===== src/rtl/c8ic_pkg.sv =====
// shared types, constants and the bcd helper function of the instruction core
package c8ic_pkg;

	localparam int unsigned STACK_DEPTH = 16;
	localparam int unsigned SP_W        = $clog2(STACK_DEPTH);

	localparam logic [11:0] PROG_START = 12'h200;
	localparam logic [11:0] FONT_BASE  = 12'h050;
	localparam int unsigned FONT_LEN   = 80;

	localparam logic [1:0] MODE_EXEC = 2'd0;
	localparam logic [1:0] MODE_LOAD = 2'd1;
	localparam logic [1:0] MODE_ROW  = 2'd2;
	// unused mode, only reports the program counter
	localparam logic [1:0] MODE_NOP  = 2'd3;

	// opcode groups (top nibble)
	localparam logic [3:0] GRP_SYS  = 4'h0;
	localparam logic [3:0] GRP_JP   = 4'h1;
	localparam logic [3:0] GRP_CALL = 4'h2;
	localparam logic [3:0] GRP_SEQ  = 4'h3;
	localparam logic [3:0] GRP_SNE  = 4'h4;
	localparam logic [3:0] GRP_SREQ = 4'h5;
	localparam logic [3:0] GRP_LDI  = 4'h6;
	localparam logic [3:0] GRP_ADDI = 4'h7;
	localparam logic [3:0] GRP_ALU  = 4'h8;
	localparam logic [3:0] GRP_SRNE = 4'h9;
	localparam logic [3:0] GRP_LDIX = 4'hA;
	localparam logic [3:0] GRP_JPV  = 4'hB;
	localparam logic [3:0] GRP_RND  = 4'hC;
	localparam logic [3:0] GRP_DRW  = 4'hD;
	localparam logic [3:0] GRP_KEY  = 4'hE;
	localparam logic [3:0] GRP_MISC = 4'hF;

	localparam logic [15:0] OP_CLS = 16'h00E0;
	localparam logic [15:0] OP_RET = 16'h00EE;

	localparam logic [7:0] KEY_DOWN = 8'h9E;
	localparam logic [7:0] KEY_UP   = 8'hA1;

	localparam logic [7:0] FN_GDLY = 8'h07;
	localparam logic [7:0] FN_WKEY = 8'h0A;
	localparam logic [7:0] FN_SDLY = 8'h15;
	localparam logic [7:0] FN_SSND = 8'h18;
	localparam logic [7:0] FN_ADDI = 8'h1E;
	localparam logic [7:0] FN_FONT = 8'h29;
	localparam logic [7:0] FN_BCD  = 8'h33;
	localparam logic [7:0] FN_STOR = 8'h55;
	localparam logic [7:0] FN_LOAD = 8'h65;

	// low nibble of the 8xyN group
	localparam logic [3:0] ALU_MOV = 4'h0;
	localparam logic [3:0] ALU_OR  = 4'h1;
	localparam logic [3:0] ALU_AND = 4'h2;
	localparam logic [3:0] ALU_XOR = 4'h3;
	localparam logic [3:0] ALU_ADD = 4'h4;
	localparam logic [3:0] ALU_SUB = 4'h5;
	localparam logic [3:0] ALU_SHR = 4'h6;
	localparam logic [3:0] ALU_SBN = 4'h7;
	localparam logic [3:0] ALU_SHL = 4'hE;

	localparam logic [3:0] REG_VF = 4'hF;

	typedef struct packed {
		logic [7:0] res;
		logic       flag;
		logic       wr_flag;
		logic       bad;
	} alu_res_t;

	localparam logic [7:0] FONT [FONT_LEN] = '{
		8'hF0, 8'h90, 8'h90, 8'h90, 8'hF0, 8'h20, 8'h60, 8'h20, 8'h20, 8'h70,
		8'hF0, 8'h10, 8'hF0, 8'h80, 8'hF0, 8'hF0, 8'h10, 8'hF0, 8'h10, 8'hF0,
		8'h90, 8'h90, 8'hF0, 8'h10, 8'h10, 8'hF0, 8'h80, 8'hF0, 8'h10, 8'hF0,
		8'hF0, 8'h80, 8'hF0, 8'h90, 8'hF0, 8'hF0, 8'h10, 8'h20, 8'h40, 8'h40,
		8'hF0, 8'h90, 8'hF0, 8'h90, 8'hF0, 8'hF0, 8'h90, 8'hF0, 8'h10, 8'hF0,
		8'hF0, 8'h90, 8'hF0, 8'h90, 8'h90, 8'hE0, 8'h90, 8'hE0, 8'h90, 8'hE0,
		8'hF0, 8'h80, 8'h80, 8'h80, 8'hF0, 8'hE0, 8'h90, 8'h90, 8'h90, 8'hE0,
		8'hF0, 8'h80, 8'hF0, 8'h80, 8'hF0, 8'hF0, 8'h80, 8'hF0, 8'h80, 8'h80
	};

	// double dabble, hundreds in [11:8]
	function automatic logic [11:0] to_bcd(input logic [7:0] v);
		logic [19:0] s;
		s = {12'd0, v};
		for (int i = 0; i < 8; i++) begin
			if (s[11:8] >= 4'd5) s[11:8] = s[11:8] + 4'd3;
			if (s[15:12] >= 4'd5) s[15:12] = s[15:12] + 4'd3;
			s = s << 1;
		end
		return s[19:8];
	endfunction

endpackage


===== src/rtl/c8ic_alu.sv =====
// register-to-register arithmetic of the 8xyN group
module c8ic_alu
	import c8ic_pkg::*;
(
	input  logic [7:0] a,
	input  logic [7:0] b,
	input  logic [3:0] fn,
	output alu_res_t   r
);

	logic [8:0] sum;

	assign sum = {1'b0, a} + {1'b0, b};

	always_comb begin
		r = '0;
		case (fn)
			ALU_MOV: r.res = b;
			ALU_OR:  r.res = a | b;
			ALU_AND: r.res = a & b;
			ALU_XOR: r.res = a ^ b;
			ALU_ADD: begin
				r.res = sum[7:0]; r.flag = sum[8]; r.wr_flag = 1'b1;
			end
			ALU_SUB: begin
				r.res = a - b; r.flag = (a >= b); r.wr_flag = 1'b1;
			end
			ALU_SHR: begin
				r.res = a >> 1; r.flag = a[0]; r.wr_flag = 1'b1;
			end
			ALU_SBN: begin
				r.res = b - a; r.flag = (b >= a); r.wr_flag = 1'b1;
			end
			ALU_SHL: begin
				r.res = a << 1; r.flag = a[7]; r.wr_flag = 1'b1;
			end
			default: r.bad = 1'b1;
		endcase
	end

endmodule


===== config.mk =====
export PLATFORM = sky130hd
export DESIGN_NAME = c8ic_alu
export DESIGN_NICKNAME = d
export VERILOG_FILES = /design/src/rtl/c8ic_pkg.sv /design/src/rtl/c8ic_alu.sv
export SDC_FILE = /design/constraint.sdc
export NUM_CORES = 1
export LEC_CHECK = 0
export ABC_AREA = 1
export BUFFER_PORTS_ARGS = -buffer_cell sky130_fd_sc_hd__buf_2
export CAP_MARGIN = 25
export CORE_MARGIN = 5
export CORE_UTILIZATION = 25
export DETAILED_ROUTE_END_ITERATION = 16
export PLACE_DENSITY_LB_ADDON = 0.08
export SYNTH_ARGS = -nofsm -noshare
export SYNTH_HDL_FRONTEND = slang
export SYNTH_SLANG_ARGS = --single-unit

===== constraint.sdc =====
create_clock -name vclk -period 3.75
set_clock_uncertainty 0.1 [all_clocks]
set_input_delay 0.75 -clock vclk [all_inputs]
set_output_delay 0.75 -clock vclk [all_outputs]
set_load 0.05 [all_outputs]

==> impl_metrics.py, run 1 <==
metrics = {
    "global_routing": {
        "first_global_vias": 1967,
        "grt_pass1_wl_um": 10300,
        "track_usage": 0.145,
        "antenna_found_initial": 0,
        "grt_max_degree": 12,
        "grt_overflow": 0,
    },
    "routing": {
        "wl_per_cell_um": 14.2,
        "finalWirelength_um": 6280,
        "vias": 2054,
        "vias_per_cell": 4.66,
        "dr.pass1.iters": 4,
        "drt-initial-drc-count": 134,
        "drcViolationCount": 0,
        "ant_nets": 0,
    },
    "logic_synthesis": {
        "yosys_warnings": 0,
        "netlist_instances": 316,
        "synth-xor-area-share": 0.00996,
        "yosys.area_share.simple": 0.418,
        "synth_cell_types": 29,
        "synth_top_family_by_area": "simple AND/OR/NAND/NOR gates",
        "synthAdderAreaFrac": 0.269,
        "avgSynthCellArea_um2": 5.56,
        "synthesis.nets": 372,
        "synth_mux_area_frac": 0,
        "synth_compound_area_frac": 0.169,
        "syn_area_um2": 1760,
        "ys_seq_area_frac": 0,
    },
    "layout": {
        "seq_area_um2": 0,
        "nets": 403,
        "seq_cells": 0,
        "fin_cells": 441,
        "drive_above_1_share": 0.142,
        "fill_cells": 810,
        "syn2layout_area_growth_pct": 15.4,
        "antenna_cells": 0,
        "clkbuf_count": 0,
    },
    "die": {
        "core_um2": 6830,
        "die-area_um2": 8810,
        "io-pin-count": 31,
        "initial_core_util": 0.257,
        "fp.dieW_um": 93.9,
        "die-height_um": 93.9,
        "rows": 30,
    },
    "sta": {
        "setup_tns_ns": 0,
        "period_share": 0.913,
        "rsz0062_at_grt": "no",
        "relSlewSlack": 0.684,
        "finalSetupViolCount": 0,
        "tightest_slew_ns": 0.473,
        "hold_viol": 0,
        "period_needed_ns": 3.42,
        "slew_violations": 0,
        "max_freq_ghz": 0.292,
    },
    "critical_path": {
        "slowest_stage": "ha_1",
        "crit_type": "in2out",
        "critPathCaptureType": "output port",
        "cpMostUsedCell": "nand2_1",
        "arrival_ns": 2.57,
        "path_buf_inv": 5,
        "required_ns": 2.90,
        "slowest_delay_ns": 0.47,
        "cp_top_family": "buffers and inverters",
        "cp-startpoint": "a[2]",
        "cp_cell_sequence": "buf_2 > inv_1 > ha_1 > inv_1 > a21oi_1 > nand2_1 > nand2_1 > nand2_1 > nand2_1 > nand3_1 > nand2_1 > inv_1 > nand2_1 > buf_2",
        "critPathMaxFanout": 9,
        "crit_path_start_kind": "input pin",
    },
    "outcome": {
        "outcome": "finished, final reports clean",
    },
    "pwr": {
        "p_per_area_nw_per_um2": 140,
        "vdd_drop_max_uv": 46.7,
        "p_leak_nw": 1.14,
        "finalPower_mw": 0.284,
    },
    "job": {
        "drv_cap": 0,
    },
    "worst_hold_path": {
        "hold_class": "in2out",
        "hold_path_startpoint": "fn[3]",
    },
    "placement": {
        "place_congestion": 0.851,
        "dp.cells": 441,
        "io_buffers": 31,
        "place_hpwl_um": 5270,
    },
    "cts": {
        "cts_resized": 0,
        "post_cts_buffers": 0,
        "cts_hold_buf": 0,
    },
}
==> cell families after synthesis <==
logic type,count (synthesis)
AOI/OAI and AO/OA,50
xor gates and xnor gates,2
adders and majority gates,36
buffers and inverters,61
and+or+nand+nor,167
==> tightest hold or removal path: cells and delay by family <==
family | cells | cell delay, ns
buffers and inverters | 3 | 0.39
AND/OR/NAND/NOR | 1 | 0.04
==> metal layers <==
layer | up-vias | part of all wire | track usage
met2 | 39 | 0.47 | 0.255
li1 | 1070 | - | -
met3 | 4 | 0.028 | 0.00321
met1 | 941 | 0.50 | 0.207
met5 | - | 0 | 0
met4 | 0 | 0.0067 | 0.00481
==> synthesized netlist by cell type (4+ instances only) <==
| master | n | area (um2) |
|---|---|---|
| a21oi_1 | 20 | 100 |
| inv_1 | 53 | 199 |
| nand2_2 | 5 | 31.3 |
| buf_2 | 4 | 20.0 |
| o22ai_1 | 5 | 31.3 |
| o21ai_0 | 13 | 65.1 |
| nand3_1 | 35 | 175 |
| nand2_1 | 84 | 315 |
| ha_1 | 33 | 413 |
| nor2_1 | 33 | 124 |
==> layout make-up <==
class                      count  area (um2)  share of cell area
tap                           96         120              0.0592
timing repair buffer          33         170              0.0839
inverter                      57         215               0.106
multi-input combinational    255        1520               0.751
==> cell usage in the layout (no fill, tap or decap), types with 3 or more instances in the layout <==
cell type   n
a21oi_1    20
buf_2      31
fa_1        3
ha_1       33
inv_1      53
inv_2       3
nand2_1    84
nand2_2     5
nand3_1    35
nor2_1     33
nor3_1      3
o21ai_0    13
o22ai_1     5
==> stage by stage <==
step                setup WS (ns)  area, um2  hold WS [ns]   util
floorplan                   0.569       1760          1.64      -
global placement            0.333       2030          1.82  0.297
detailed placement          0.322       2030          1.82  0.297
CTS                         0.319       2030          1.82  0.297
global route                0.133       2030          1.85  0.297
finish                      0.327       2030          1.83  0.297
==> final timing paths <==
path	to	slack (ns)	depth (start not counted)
worst max-delay path	r[10]	0.33	14
worst min-delay path	r[0]	1.83	4
==> power by group <==
part	internal [mW]	switching, mW	leakage, nW
Combinational	0.0817	0.202	1.14
Clock	0	0	0
Sequential	0	0	0
No activity file was read; power rests on OpenSTA's default activity.
==> run 2, diff against run 1 <==
- CORE_MARGIN: 5 -> default
- clock period: 3.75 -> 3.1 ns (I/O delays scaled with it)
==> impl_metrics.py, run 2 (same netlist as run 1, synthesis figures left out) <==
metrics = {
    "pwr": {
        "power_switching_mw": 0.256,
        "p_sw_frac": 0.655,
        "p_int_mw": 0.135,
        "p_per_area_nw_per_um2": 174,
        "pwr-share-seq": 0,
        "vdd_drop_max_uv": 90.3,
        "p_leak_nw": 1.26,
        "p_clk_frac": 0,
        "power_frac_comb": 1.000,
    },
    "global_routing": {
        "grt_pass1_wl_um": 10300,
        "track_usage": 0.176,
        "first_global_vias": 2063,
        "antenna_found_initial": 0,
        "grt_max_degree": 11,
        "grt_overflow": 0,
    },
    "worst_hold_path": {
        "hold_class": "in2out",
        "min_to": "r[0]",
        "whs_path_depth": 4,
        "hold_path_startpoint": "fn[3]",
    },
    "routing": {
        "vias": 2151,
        "ant_nets": 0,
        "vias_per_cell": 4.63,
        "wl_per_cell_um": 13.7,
        "drt-initial-drc-count": 122,
        "finalWirelength_um": 6370,
        "drcViolationCount": 0,
        "dr.pass1.iters": 4,
    },
    "critical_path": {
        "cp_cell_sequence": "buf_2 > inv_1 > ha_1 > inv_1 > fa_1 > nand3_1 > nand2_1 > nand2_1 > nand2_1 > nand2_1 > nand3_1 > nand3_1 > buf_4",
        "slowest_delay_ns": 0.42,
        "critPathCaptureType": "output port",
        "crit_type": "in2out",
        "slowest_stage": "fa_1",
        "cpMostUsedCell": "nand2_1",
        "arrival_ns": 2.25,
        "critPathMaxFanout": 5,
        "crit_path_start_kind": "input pin",
        "required_ns": 2.38,
    },
    "layout": {
        "seq_cells": 0,
        "seq_area_um2": 0,
        "layout_common_cells": "nand2_1 (83), inv_1 (53), nand3_1 (35)",
        "nets": 427,
        "fill_cells": 784,
        "mostFrequentLayoutCell": "nand2_1",
        "clkbuf_count": 0,
        "syn2layout_area_growth_pct": 27.7,
        "stdcell_area_um2": 2240,
        "antenna_cells": 0,
        "fin_cells": 465,
        "post-route-util": 0.330,
        "drive_above_1_share": 0.214,
    },
    "sta": {
        "period_needed_ns": 2.97,
        "tightest_slew_ns": 0.484,
        "relSlewSlack": 0.676,
        "finalWorstSetupSlack_ns": 0.131,
        "max_freq_ghz": 0.337,
        "setup_tns_ns": 0,
        "finalSetupViolCount": 0,
        "period_share": 0.958,
        "hold_viol": 0,
        "slew_violations": 0,
    },
    "placement": {
        "io_buffers": 31,
        "placed_area_um2": 2210,
        "place_congestion": 0.817,
        "post-place-ws_ns": 0.0237,
        "place_hpwl_um": 5460,
        "dp.cells": 465,
    },
    "job": {
        "drv_cap": 0,
    },
    "outcome": {
        "outcome": "finished, final reports clean",
    },
    "die": {
        "die-height_um": 85.9,
        "initial_core_util": 0.259,
        "die-area_um2": 7370,
        "fp.dieW_um": 85.9,
        "io-pin-count": 31,
        "rows": 30,
        "core_um2": 6790,
    },
    "cts": {
        "cts_resized": 0,
        "cts_hold_buf": 0,
        "post_cts_buffers": 0,
    },
}
run 2: changes by cell type in the layout (fill, tap and decap cells not counted), sizes merged:
cell,delta
buf,+24
run 2: critical path: cells and delay by family:
family        cells  cell delay (ns)
buf+inv           4             0.46
fa+ha+maj         2             0.57
simple gates      7             0.59
run 2: layout make-up:
type	instances	area, um2	share of cell area
inverters	57	215	0.0959
multi-input cells	255	1550	0.690
well taps	96	120	0.0535
repair buffers	57	362	0.161
run 2: metal layers:
metal | GRT usage | vias to the layer above | wire length, um
met5 | 0 | - | 0
met4 | 0.0212 | 0 | 63
met3 | 0.00481 | 4 | 275
met2 | 0.301 | 55 | 2890
met1 | 0.252 | 975 | 3130
li1 | - | 1117 | -
run 2: worst max-delay path by stage:
stage	cells after the start	endpoint	slack (ns)	from
3_5_place_dp	11	r[7]	0.02	a[0]
6_report	13	r[9]	0.13	a[0]
4_1_cts	11	r[7]	0.005	a[0]
3_3_place_gp	11	r[7]	-0.01	a[0]
2_1_floorplan	7	r[5]	0.18	a[0]
5_1_grt	13	r[9]	-0.008	a[0]
run 2: power by group through the flow:
stage / Sequential, mW / Combinational [mW] / Clock [mW]
6_report: 0 / 0.391 / 0
5_1_grt: 0 / 0.434 / 0
4_1_cts: 0 / 0.380 / 0
3_5_place_dp: 0 / 0.379 / 0
3_3_place_gp: 0 / 0.382 / 0
2_1_floorplan: 0 / 0.244 / 0
run 2: per-stage QoR:
step | hold slack (ns) | power, mW
after global routing | 1.59 | 0.434
after floorplan | 1.38 | 0.244
after global placement | 1.56 | 0.382
final | 1.56 | 0.391
after detailed placement | 1.56 | 0.379
after CTS | 1.56 | 0.380
==> run 3, diff against run 2 <==
- CELL_PAD_IN_SITES_DETAIL_PLACEMENT: default -> 0
- CELL_PAD_IN_SITES_GLOBAL_PLACEMENT: default -> 1
==> impl_metrics.py, run 3 (same netlist as run 1, synthesis figures left out) <==
metrics = {
    "routing": {
        "dr.pass1.iters": 4,
        "wl_per_cell_um": 13.9,
        "vias_per_cell": 4.51,
        "vias": 2123,
        "ant_nets": 0,
        "drcViolationCount": 0,
        "drt-initial-drc-count": 81,
        "finalWirelength_um": 6530,
    },
    "critical_path": {
        "crit_path_start_kind": "input pin",
        "critPathMaxFanout": 5,
        "slowest_stage": "fa_2",
        "cp_cell_sequence": "buf_2 > ha_2 > fa_2 > nand2_1 > nand3_1 > nand3_1 > nand3_1 > nand2_1 > nor2_1 > nor2_1 > nand3_1 > buf_6",
        "cpMostUsedCell": "nand3_1",
        "required_ns": 2.38,
        "arrival_ns": 2.22,
        "slowest_delay_ns": 0.35,
        "crit_type": "in2out",
        "critPathCaptureType": "output port",
    },
    "die": {
        "io-pin-count": 31,
        "initial_core_util": 0.259,
        "die-height_um": 85.9,
        "rows": 30,
        "fp.dieW_um": 85.9,
        "die-area_um2": 7370,
        "core_um2": 6790,
    },
    "sta": {
        "rsz0062_at_grt": "no",
        "period_needed_ns": 2.94,
        "finalSetupViolCount": 0,
        "slew_violations": 0,
        "hold_viol": 0,
        "tightest_slew_ns": 0.476,
        "max_freq_ghz": 0.340,
        "finalWorstSetupSlack_ns": 0.157,
        "relSlewSlack": 0.682,
        "period_share": 0.949,
    },
    "global_routing": {
        "grt_max_degree": 9,
        "antenna_found_initial": 0,
        "first_global_vias": 2063,
        "grt_overflow": 0,
        "grt_pass1_wl_um": 10700,
        "track_usage": 0.185,
    },
    "layout": {
        "mostFrequentLayoutCell": "nand2_1",
        "seq_cells": 0,
        "nets": 433,
        "seq_area_um2": 0,
        "antenna_cells": 0,
        "drive_above_1_share": 0.240,
        "layout_common_cells": "nand2_1 (81), inv_1 (53), nand3_1 (35)",
        "syn2layout_area_growth_pct": 31.4,
        "clkbuf_count": 0,
    },
    "placement": {
        "place_hpwl_um": 5490,
        "place_congestion": 0.817,
        "post-place-ws_ns": 0.0136,
        "io_buffers": 31,
    },
    "pwr": {
        "vdd_drop_max_uv": 103,
        "finalPower_mw": 0.404,
        "p_leak_nw": 1.29,
        "p_per_area_nw_per_um2": 175,
    },
    "job": {
        "drv_cap": 0,
    },
    "outcome": {
        "outcome": "finished, final reports clean",
    },
    "worst_hold_path": {
        "hold_class": "in2out",
    },
    "cts": {
        "post_cts_buffers": 0,
        "cts_resized": 0,
        "cts_hold_buf": 0,
    },
}
-- run 3: cell types whose count changed in the layout (fill, tap and decap cells not counted) --
cell	change
buf_2	-1
fa_2	+1
fa_1	-1
buf_6	+1
a21oi_2	+1
a21oi_1	-1
nand2_2	+2
nor2_2	+1
buf_4	+6
nand2_1	-2
nor2_1	-1
-- run 3: area by class of cell --
| cell class | count | area, um2 |
|---|---|---|
| Tap cell | 96 | 120 |
| Multi-Input combinational cell | 255 | 1560 |
| Timing Repair Buffer | 63 | 413 |
| Fill cell | 770 | 4480 |
| Inverter | 57 | 215 |
-- run 3: routing by layer --
layer  part of all wire  GRT usage  up-vias
li1                   -          -     1136
met5                  0          0        -
met1               0.53      0.276      938
met2               0.44      0.309       47
met3              0.033    0.00577        2
met4             0.0023    0.00909        0
-- run 3: critical path, delay by kind of cell --
family / cells / cell delay (ns)
and+or+nand+nor: 8 / 0.75
adders and majority gates: 2 / 0.56
buffers and inverters: 2 / 0.30
-- run 3: final timing paths --
kind,depth (start not counted),from,slack [ns],to
setup / recovery,12,a[0],0.16,r[9]
hold / removal,4,fn[3],1.56,r[0]
-- run 3: metrics by stage --
step	TNS (ns)	hold slack (ns)	utilization	cell area, um2	instances
final	0	1.56	0.340	2310	471
after floorplan	0	1.38	-	1760	316
after CTS	0	1.56	0.332	2250	471
after detailed placement	0	1.56	0.332	2250	471
after global routing	0	1.61	0.340	2310	471
after global placement	-0.0189	1.56	0.332	2250	471
-- run 3: power breakdown --
part           switching, mW  leakage (nW)  internal (mW)
clock network              0             0              0
logic                  0.259          1.29          0.146
registers                  0             0              0
total                  0.259          1.29          0.146
